[config.mk]
export PLATFORM = sky130hd
export DESIGN_NAME = indexed_list_store
export DESIGN_NICKNAME = d
export VERILOG_FILES = /design/src/sv/ils_pkg.sv /design/src/sv/ils_ctrl.sv /design/src/sv/ils_datapath.sv /design/src/sv/indexed_list_store.sv
export SDC_FILE = /design/constraint.sdc
export NUM_CORES = 1
export LEC_CHECK = 0
export BUFFER_PORTS_ARGS = -buffer_cell sky130_fd_sc_hd__buf_4
export CAP_MARGIN = 15
export CORE_MARGIN = 1
export CORE_UTILIZATION = 30
export CTS_BUF_LIST = sky130_fd_sc_hd__clkbuf_16
export CTS_CLUSTER_SIZE = 40
export DETAILED_ROUTE_END_ITERATION = 16
export PLACE_DENSITY = 0.52
export SKIP_CTS_REPAIR_TIMING = 1
export SLEW_MARGIN = 30
export SYNTH_ARGS = -nofsm -noshare
export SYNTH_HDL_FRONTEND = slang
export SYNTH_SLANG_ARGS = --single-unit
[constraint.sdc]
create_clock -name clock -period 5.75 [get_ports clock]
set_clock_uncertainty 0.15 [all_clocks]
set_input_delay 1.725 -clock clock [delete_from_list [all_inputs] [get_ports clock]]
set_output_delay 1.725 -clock clock [all_outputs]
set_load 0.01 [all_outputs]
[src/sv/ils_pkg.sv]
// ils_pkg: shared types, opcodes and status codes for the indexed list store
// no dependencies
`timescale 1ns / 1ps
`default_nettype none

package ils_pkg;

   localparam int CAPACITY_DEFAULT = 16;

   localparam int OPCODE_W = 3;
   localparam int POS_W    = 5;
   localparam int WORD_W   = 32;
   localparam int STATUS_W = 2;
   localparam int COUNT_W  = 5;

   localparam logic [OPCODE_W-1:0] OP_PUSH   = 3'd0;
   localparam logic [OPCODE_W-1:0] OP_POP    = 3'd1;
   localparam logic [OPCODE_W-1:0] OP_GET    = 3'd2;
   localparam logic [OPCODE_W-1:0] OP_SET    = 3'd3;
   localparam logic [OPCODE_W-1:0] OP_INSERT = 3'd4;
   localparam logic [OPCODE_W-1:0] OP_REMOVE = 3'd5;
   localparam logic [OPCODE_W-1:0] OP_CLEAR  = 3'd6;

   localparam logic [STATUS_W-1:0] STAT_OK     = 2'd0;
   localparam logic [STATUS_W-1:0] STAT_BOUNDS = 2'd1;
   localparam logic [STATUS_W-1:0] STAT_FULL   = 2'd2;

   typedef enum logic {
      S_IDLE,
      S_EXEC
   } state_type;

   typedef struct packed {
      logic load;
      logic exec;
   } ctrl_cmd_type;

endpackage

`default_nettype wire

[src/sv/ils_ctrl.sv]
// ils_ctrl: controller state machine, sequences capture and execution of a command
// depends on ils_pkg
`timescale 1ns / 1ps
`default_nettype none

module ils_ctrl
   import ils_pkg::*;
(
   input  wire logic         clock,
   input  wire logic         reset,
   input  wire logic         start,
   output ctrl_cmd_type      cmd,
   output logic              busy,
   output logic              rsp_valid
);

   state_type state_ff, state_in;
   logic      rsp_valid_ff, rsp_valid_in;

   always_comb begin
      state_in = state_ff;
      unique case (state_ff)
         S_IDLE: begin
            if (start) begin
               state_in = S_EXEC;
            end
         end
         S_EXEC: begin
            state_in = S_IDLE;
         end
         default: begin
            state_in = S_IDLE;
         end
      endcase
   end

   always_comb begin
      cmd          = '0;
      busy         = 1'b0;
      rsp_valid_in = 1'b0;
      unique case (state_ff)
         S_IDLE: begin
            cmd.load = start;
         end
         S_EXEC: begin
            cmd.exec     = 1'b1;
            busy         = 1'b1;
            rsp_valid_in = 1'b1;
         end
         default: begin
            busy = 1'b0;
         end
      endcase
   end

   always_ff @(posedge clock) begin
      if (reset) begin
         state_ff     <= S_IDLE;
         rsp_valid_ff <= 1'b0;
      end else begin
         state_ff     <= state_in;
         rsp_valid_ff <= rsp_valid_in;
      end
   end

   assign rsp_valid = rsp_valid_ff;

   a_accept_runs: assert property (@(posedge clock) disable iff (reset)
      (start && !busy) |=> (busy && cmd.exec))
      else $error("accepted command did not execute");

   a_exec_strobes: assert property (@(posedge clock) disable iff (reset)
      cmd.exec |=> rsp_valid)
      else $error("execution without result strobe");

   a_strobe_idle: assert property (@(posedge clock) disable iff (reset)
      rsp_valid |-> (!busy && !cmd.exec))
      else $error("result strobe while executing");

   a_strobe_once: assert property (@(posedge clock) disable iff (reset)
      rsp_valid |=> !rsp_valid)
      else $error("result strobe held over two cycles");

endmodule

`default_nettype wire

[src/sv/ils_datapath.sv]
// ils_datapath: shifting entry cells, fill counter and result registers
// depends on ils_pkg
`timescale 1ns / 1ps
`default_nettype none

module ils_datapath
   import ils_pkg::*;
#(
   parameter int CAPACITY = CAPACITY_DEFAULT
) (
   input  wire logic                        clock,
   input  wire logic                        reset,
   input  wire ctrl_cmd_type                cmd,
   input  wire logic [OPCODE_W-1:0]         req_opcode,
   input  wire logic [POS_W-1:0]            req_position,
   input  wire logic signed [WORD_W-1:0]    req_value,
   output logic [STATUS_W-1:0]              rsp_status,
   output logic signed [WORD_W-1:0]         rsp_read_value,
   output logic [COUNT_W-1:0]               rsp_count
);

   localparam int FILL_W = $clog2(CAPACITY + 1);
   localparam int CMP_W  = (FILL_W > POS_W) ? FILL_W : POS_W;

   logic [OPCODE_W-1:0]      op_ff;
   logic [POS_W-1:0]         pos_ff;
   logic signed [WORD_W-1:0] val_ff;

   logic signed [WORD_W-1:0] cell_ff [CAPACITY];
   logic signed [WORD_W-1:0] cell_in [CAPACITY];
   logic [FILL_W-1:0]        fill_ff, fill_in;

   logic [STATUS_W-1:0]      status_ff, status_in;
   logic signed [WORD_W-1:0] rd_ff, rd_in;

   logic [CMP_W-1:0]         pos_x, fill_x, rd_sel;
   logic                     full;
   logic                     do_push, do_pop, do_set, do_ins, do_rem, do_clr;
   logic signed [WORD_W-1:0] rd_word;

   assign pos_x  = CMP_W'(pos_ff);
   assign fill_x = CMP_W'(fill_ff);
   assign full   = (fill_ff >= FILL_W'(CAPACITY));

   // read selection
   always_comb begin
      rd_word = '0;
      for (int i = 0; i < CAPACITY; i++) begin
         if (rd_sel == CMP_W'(i)) begin
            rd_word = cell_ff[i];
         end
      end
   end

   always_comb begin
      status_in = STAT_OK;
      rd_in     = '0;
      rd_sel    = pos_x;
      do_push   = 1'b0;
      do_pop    = 1'b0;
      do_set    = 1'b0;
      do_ins    = 1'b0;
      do_rem    = 1'b0;
      do_clr    = 1'b0;
      unique case (op_ff)
         OP_PUSH: begin
            if (full) begin
               status_in = STAT_FULL;
            end else begin
               do_push = 1'b1;
            end
         end
         OP_POP: begin
            rd_sel = fill_x - CMP_W'(1);
            if (fill_ff == '0) begin
               status_in = STAT_BOUNDS;
            end else begin
               do_pop = 1'b1;
               rd_in  = rd_word;
            end
         end
         OP_GET: begin
            if (pos_x >= fill_x) begin
               status_in = STAT_BOUNDS;
            end else begin
               rd_in = rd_word;
            end
         end
         OP_SET: begin
            if (pos_x >= fill_x) begin
               status_in = STAT_BOUNDS;
            end else begin
               do_set = 1'b1;
            end
         end
         OP_INSERT: begin
            if (pos_x > fill_x) begin
               status_in = STAT_BOUNDS;
            end else if (full) begin
               status_in = STAT_FULL;
            end else begin
               do_ins = 1'b1;
            end
         end
         OP_REMOVE: begin
            if (pos_x >= fill_x) begin
               status_in = STAT_BOUNDS;
            end else begin
               do_rem = 1'b1;
            end
         end
         OP_CLEAR: begin
            do_clr = 1'b1;
         end
         default: begin
            status_in = STAT_OK;
         end
      endcase
   end

   always_comb begin
      fill_in = fill_ff;
      if (do_push || do_ins) begin
         fill_in = fill_ff + FILL_W'(1);
      end else if (do_pop || do_rem) begin
         fill_in = fill_ff - FILL_W'(1);
      end else if (do_clr) begin
         fill_in = '0;
      end
   end

   // per-cell next value: write, shift up from below, shift down from above
   for (genvar g = 0; g < CAPACITY; g++) begin : g_cell
      logic [CMP_W-1:0]         idx;
      logic signed [WORD_W-1:0] below, above;
      assign idx = CMP_W'(g);
      if (g > 0) begin : g_below
         assign below = cell_ff[g-1];
      end else begin : g_no_below
         assign below = cell_ff[g];
      end
      if (g < CAPACITY - 1) begin : g_above
         assign above = cell_ff[g+1];
      end else begin : g_no_above
         assign above = cell_ff[g];
      end
      always_comb begin
         cell_in[g] = cell_ff[g];
         if (do_push && (idx == fill_x)) begin
            cell_in[g] = val_ff;
         end else if ((do_set || do_ins) && (idx == pos_x)) begin
            cell_in[g] = val_ff;
         end else if (do_ins && (idx > pos_x)) begin
            cell_in[g] = below;
         end else if (do_rem && (idx >= pos_x)) begin
            cell_in[g] = above;
         end
      end
   end

   always_ff @(posedge clock) begin
      if (cmd.load) begin
         op_ff  <= req_opcode;
         pos_ff <= req_position;
         val_ff <= req_value;
      end
      if (cmd.exec) begin
         for (int i = 0; i < CAPACITY; i++) begin
            cell_ff[i] <= cell_in[i];
         end
         status_ff <= status_in;
         rd_ff     <= rd_in;
      end
   end

   always_ff @(posedge clock) begin
      if (reset) begin
         fill_ff <= '0;
      end else if (cmd.exec) begin
         fill_ff <= fill_in;
      end
   end

   assign rsp_status     = status_ff;
   assign rsp_read_value = rd_ff;
   assign rsp_count      = COUNT_W'(fill_ff);

   a_fill_bound: assert property (@(posedge clock) disable iff (reset)
      fill_ff <= FILL_W'(CAPACITY))
      else $error("fill beyond capacity");

   a_fill_step: assert property (@(posedge clock) disable iff (reset)
      (cmd.exec && !do_clr && !do_push && !do_ins && !do_pop && !do_rem) |=>
      $stable(fill_ff))
      else $error("fill changed on a command that keeps it");

   a_rd_zero: assert property (@(posedge clock) disable iff (reset)
      (cmd.exec && status_in != STAT_OK) |=> (rd_ff == '0))
      else $error("read word on a rejected command");

endmodule

`default_nettype wire

[src/sv/indexed_list_store.sv]
// indexed_list_store: top level, joins the controller and the datapath
// depends on ils_pkg, ils_ctrl, ils_datapath
`timescale 1ns / 1ps
`default_nettype none

// Ordered list of up to CAPACITY signed 32-bit words with push, pop, get, set,
// insert, remove and clear. A command is taken when start is high and busy is
// low; busy then stays high for one cycle while the shifting cells, the fill
// counter and the result registers update, and in the cycle after that the
// result shows for exactly one cycle with rsp_valid high. A new command can be
// taken in that same cycle, so each command passes through the capture step and
// the execute step of the controller. The receiver cannot stall: a result must
// be taken in its strobe cycle. Entries above the fill count are never read, so
// the cells need no clearing after reset.
module indexed_list_store
   import ils_pkg::*;
#(
   parameter int CAPACITY = CAPACITY_DEFAULT
) (
   input  wire logic                        clock,
   input  wire logic                        reset,
   input  wire logic                        start,
   output logic                             busy,
   input  wire logic [OPCODE_W-1:0]         req_opcode,
   input  wire logic [POS_W-1:0]            req_position,
   input  wire logic signed [WORD_W-1:0]    req_value,
   output logic                             rsp_valid,
   output logic [STATUS_W-1:0]              rsp_status,
   output logic signed [WORD_W-1:0]         rsp_read_value,
   output logic [COUNT_W-1:0]               rsp_count
);

   ctrl_cmd_type cmd;

   ils_ctrl u_ctrl (
      .clock     (clock),
      .reset     (reset),
      .start     (start),
      .cmd       (cmd),
      .busy      (busy),
      .rsp_valid (rsp_valid)
   );

   ils_datapath #(
      .CAPACITY (CAPACITY)
   ) u_datapath (
      .clock          (clock),
      .reset          (reset),
      .cmd            (cmd),
      .req_opcode     (req_opcode),
      .req_position   (req_position),
      .req_value      (req_value),
      .rsp_status     (rsp_status),
      .rsp_read_value (rsp_read_value),
      .rsp_count      (rsp_count)
   );

endmodule

`default_nettype wire
# [After elaboration in Yosys (flattened, before gate mapping)]
# Memories as Yosys holds them, arrays and structs flattened.
# Index checks and enable logic that the tools add are counted.
[totals] output_inout_bits=41 mem_count=1 ff_bits=81 word_cells=277 mem_bits_rw=512 input_bits=43
[mem_list] name="u_datapath.cell_ff" depth=16 width=32 rd=16 rd_clocked_by_memory_dff=0 wr=16 line_no="ils_datapath.sv:29" text="logic signed [WORD_W-1:0] cell_ff [CAPACITY];"
[classes] reduce_logical=73 magnitude_cmp=34 muxes=107 n_eq_ne=51 n_bitwise=1 addsub=2
[op_table] cell="$mux 32" n=81
[op_table] cell="$eq 4x5->1 const A" n=16
[op_table] cell="$pmux 32 s2" n=1
[op_table] cell="$logic_and 1x1->1" n=63
[op_table] cell="$eq 3x5->1 const A" n=8
[op_table] cell="$eq 5x4->1 const B" n=8
[op_table] cell="$gt 4x5->1 const A" n=8
[op_table] cell="$ge 4x5->1 const A" n=7
[op_table] cell="$eq 2x5->1 const A" n=4
[op_table] cell="$eq 5x3->1 const B" n=4
[op_table] cell="$ge 3x5->1 const A" n=4
[op_table] cell="$gt 3x5->1 const A" n=4
[op_table] cell="$mux 5" n=4
[op_table] cell="$mux 1" n=17
[op_table] cell="$logic_not 5->1" n=3
[op_table] cell="$eq 1x5->1 const A" n=2
[op_table] cell="$eq 5x2->1 const B" n=2
[op_table] cell="$ge 1x5->1 const A" n=2
[op_table] cell="$ge 2x5->1 const A" n=2
[op_table] cell="$gt 1x5->1 const A" n=2
[op_table] cell="$gt 2x5->1 const A" n=2
[op_table] cell="$eq 3x3->1 const B" n=3
[op_table] cell="$pmux 2 s4" n=1
[op_table] cell="$eq 3x2->1 const B" n=2
[op_table] cell="15 further kinds" n=18

# [Longest topological paths before layout]
[depth] depth_word=21 ltp_mapped=14 mapped_depth_nobuf=10

# [Cells and area by module]
# Synthesis repeated with hierarchy kept, for this count alone.
[unflattened] cells_unflattened=3128 area_unflattened_um2=33539.7
[by_module_without_submodules] mod="ils_datapath" instances=1 area_per_inst_um2=33457.1 cells_each=3121
[by_module_without_submodules] mod="ils_ctrl" instances=1 area_per_inst_um2=82.6 cells_each=7

# [Worst setup path before layout]
# No wires, ideal clock.
[synth_path] path_type="register -> register" startpoint="reg, netlist name u_datapath.rsp_count[1]" endpoint="mem u_datapath.cell_ff[5][0], enable pin" setup_time_ns=0.425 n_path_buf=2 arrival_time_ns=3.771 required_ns=5.175 slack_ns=1.404 path_stages_with_launch=12 cell_sequence="dfxtp_1 inv_1 ha_1 nor2b_1 o21ai_0 a21oi_2 or2_1 buf_4 buf_6 o21ai_0 a21oi_1 nor2b_1"
[synth_rtl] item="to (decl)" line_no="ils_datapath.sv:29"

# [Worst setup path in the final report]
[layout_path] startpoint="reg u_datapath.fill_ff[0], in the netlist u_datapath.rsp_count[0]" endpoint="reg u_datapath.rd_ff[19], in the netlist u_datapath.rsp_read_value[19], data pin"
[layout_via] elab_chain_cells=21 word_cells_on_any_way=39 classes_between="add/sub (1); order compare (1); eq/ne (15); mux (20); reduce/logical (2)"
[layout_rtl] item="from (decl)" line_no="ils_datapath.sv:31" text="logic [FILL_W-1:0] fill_ff, fill_in;"
[layout_rtl] item="from (signal assigned)" line_no="ils_datapath.sv:180" text="fill_ff <= fill_in;"
[layout_rtl] item="$sub 5x1->5" line_no="ils_datapath.sv:74" text="rd_sel = fill_x - CMP_W'(1);"
[layout_rtl] item="$mux 5" line_no="ils_datapath.sv:65" text="unique case (op_ff)"
[layout_rtl] item="$logic_not 5->1" line_no="ils_datapath.sv:49" text="if (rd_sel == CMP_W'(i)) begin"
[layout_rtl] item="$mux 32 (16 in a row)" line_no="ils_datapath.sv:49"
[layout_rtl] item="$mux 32 (on tied branches)" line_no="ils_datapath.sv:83, ils_datapath.sv:75"
[layout_rtl] item="$pmux 32 s2 *" line_no="ils_datapath.sv:65"
[layout_rtl] item="via u_datapath.rd_in[19]" line_no="ils_datapath.sv:34" text="logic signed [WORD_W-1:0] rd_ff, rd_in;"
[layout_rtl] item="to (signal assigned)" line_no="ils_datapath.sv:172" text="rd_ff <= rd_in;"
[layout_rtl] item="to (decl)" line_no="ils_datapath.sv:34"
# The timed path passes the listed nets; every way through them passes the cells marked *.
# A chain may end at the register's enable or synchronous reset.

==> flow_metrics.py <==
metrics = {
    "clocking": {
        "cts_tree": "done",
        "cts.sinks": 593,
        "h-tree-depth": 3,
        "cts_root_buf": "clkbuf_16",
        "numCtsBuffers": 73,
        "clk_path_buf_depth": 3,
        "insertion_delay_ns": 0.65,
        "clk_pin_slew_worst_paths_ns": 0.06,
    },
    "timing": {
        "worstMarginPinSlew_ns": 1.044,
        "setup_tns_ns": 0,
        "rsz0062_at_grt": "no",
        "fin_crit_ns": 4.891,
        "slew_violations": 0,
        "setup_viol": 0,
        "slew_headroom_pct": 30.26,
        "timing.fmax_ghz": 0.2045,
        "whs_ns": 0.4307,
        "hold_viol": 0,
        "period_share_pct": 85.06,
    },
    "finish": {
        "drive_above_1_share_pct": 13.70,
        "area_growth_pct": 13.25,
        "fillers": 11264,
        "diodes": 0,
        "fin_nets": 3258,
    },
    "power_and_ir_drop": {
        "p_leak_nw": 11.36,
        "powerDensity_mw_per_mm2": 263.8,
        "peakVddDrop_v": 0.0001873,
    },
    "hold_path": {
        "hold_class": "reg -> reg",
    },
    "floorplanning": {
        "dieArea_mm2": 0.1152,
        "rows": 123,
        "die_w_um": 339.5,
        "core-area_mm2": 0.1127,
        "initial_utilization_pct": 30.33,
        "die_h_um": 339.5,
        "io_pins": 84,
    },
    "routing": {
        "drc": 0,
        "wirelength_mm": 147.9,
        "drt_iter0_drc": 4542,
        "via_per_inst": 5.940,
        "antenna_left": 0,
        "dr.pass1.iters": 10,
        "wire_per_inst_um": 31.07,
        "via_count": 28288,
    },
    "global_route": {
        "grt_max_degree": 75,
        "grt_overflow": 0,
        "grt_usage_pct": 24.81,
        "grt_pass1_wl_mm": 206.8,
        "grt_pass1_vias": 26906,
        "antenna_found_initial": 1,
    },
    "logic_synthesis": {
        "synth_top_area_share_pct": 51.50,
        "async_flop_share_pct": 0,
        "synth_ff_type": "edfxtp_1",
        "yosys.area.top_type": "edfxtp_1",
        "synth_cells": 3229,
        "synthTopCellsByArea": "edfxtp_1 (52%), mux2i_1 (13%), o21ai_0 (7.4%)",
        "synth-seq-cells": 593,
        "syn_nets": 3283,
        "synth_seq_area_share_pct": 51.91,
        "netlist_top_cells_count": "edfxtp_1 (586), nand2_1 (552), o21ai_0 (505), mux2i_1 (456), a21oi_1 (158)",
        "yosysWarnings": 0,
        "yosysMostFrequentCell": "edfxtp_1",
        "synth_edf_count": 586,
        "avgSynthCellArea_um2": 10.58,
        "synth_area_mm2": 0.03417,
        "synth_cell_types": 83,
    },
    "critical_path": {
        "cp-start-kind": "flip-flop",
        "crit_type": "reg -> reg",
        "end_kind": "flip-flop",
        "crit_arrival_ns": 5.22,
        "path_max_fanout": 33,
        "required_ns": 6.08,
    },
    "outcome": {
        "status": "completed",
    },
    "placed_design": {
        "gp_congestion": 0.8770,
        "hpwl_mm": 88.64,
        "port-buffer-count": 83,
    },
    "run": {
        "drv_cap": 0,
    },
}
worst max-delay path, stage by stage, from the launching register on:
cell,delay (ns)
dfxtp_1,0.66
inv_1,0.23
ha_1,0.31
xor2_1,0.28
mux2_4,0.64
o21ai_2,0.40
nor3_4,0.83
buf_4,0.49
a221oi_1,0.10
a21oi_1,0.19
o21ai_0,0.20
a21oi_1,0.19
sequential cells by signal (all words and copies together), names as in the netlist:
signal	flops
u_datapath.rsp_read_value	32
u_datapath.pos_ff	5
u_datapath.op_ff	3
u_datapath.rsp_status	2
u_datapath.rsp_count	5
u_datapath.cell_ff	512
u_datapath.val_ff	32
u_ctrl.state_ff	1
u_ctrl.rsp_valid	1
layer usage:
layer	wire, µm	GRT usage [%]
met1	60420	33.46
met2	66810	39.29
met3	14600	4.615
met4	6116	9.657
met5	0	0
power by group:
part	total [mW]	internal, mW	switching [mW]
clock network	4.60	2.59	2.01
logic	0.734	0.228	0.505
registers	4.87	4.75	0.121
total	10.2	7.57	2.63
worst paths after layout:
path	start	endpoint	slack, ns	depth (start not counted)
min	u_datapath.rsp_count[1]	u_datapath.rsp_count[1]	0.43	2
max	u_datapath.rsp_count[0]	u_datapath.rsp_read_value[19]	0.86	11
min reg2reg	u_datapath.rsp_count[1]	u_datapath.rsp_count[1]	0.43	2
max reg2reg	u_datapath.rsp_count[0]	u_datapath.rsp_read_value[19]	0.86	11
layout make-up:
| type | instances | area, µm² | area share [%] |
|---|---|---|---|
| clock buffer | 73 | 1827 | 4.721 |
| inverter | 9 | 33.78 | 0.08731 |
| tap | 1500 | 1877 | 4.850 |
| clock inverter | 60 | 470.5 | 1.216 |
| timing repair buffer | 190 | 1504 | 3.887 |
| multi-input combinational | 2337 | 15240 | 39.39 |
| sequential | 593 | 17740 | 45.85 |
layout by cell type (no fill, tap or decap), types with 11 or more instances in the layout:
cell type and count:
a21oi_1 157, a221o_1 24, a222oi_1 16, a22oi_1 32
and3_1 15, buf_4 183, clkbuf_16 73, clkinv_1 21
clkinv_2 13, edfxtp_1 586, ha_1 11, inv_1 22
mux2_2 64, mux2i_1 455, nand2_1 552, nand3_1 20
nor2_1 106, nor3_1 20, o211ai_1 39, o21a_1 13
o21ai_0 500, o21ai_1 49, o21ai_4 12, o221ai_1 18
o22a_1 24, o22ai_1 29
cells by family after synthesis:
group / synth area share [%]
compound gates: 17.76
xor+xnor: 0.09890
fa+ha+maj: 0.4028
buf+inv: 4.351
flops: 51.91
mux: 15.60
simple gates: 9.873
metrics by stage:
| step | worst slack (ns) | cells | power, mW | util, % | area [µm²] |
|---|---|---|---|---|---|
| 2_1_floorplan | 1.404 | 3229 | 5.321 | - | 34170 |
| 3_3_place_gp | 1.172 | 4626 | 5.672 | 32.26 | 36350 |
| 3_5_place_dp | 1.044 | 4628 | 5.674 | 32.29 | 36380 |
| 4_1_cts | 1.009 | 4761 | 10.24 | 34.33 | 38670 |
| 5_1_grt | 0.8555 | 4762 | 10.43 | 34.35 | 38690 |
| 6_report | 0.8591 | 4762 | 10.21 | 34.35 | 38690 |
(Power assumes the default switching activity.)
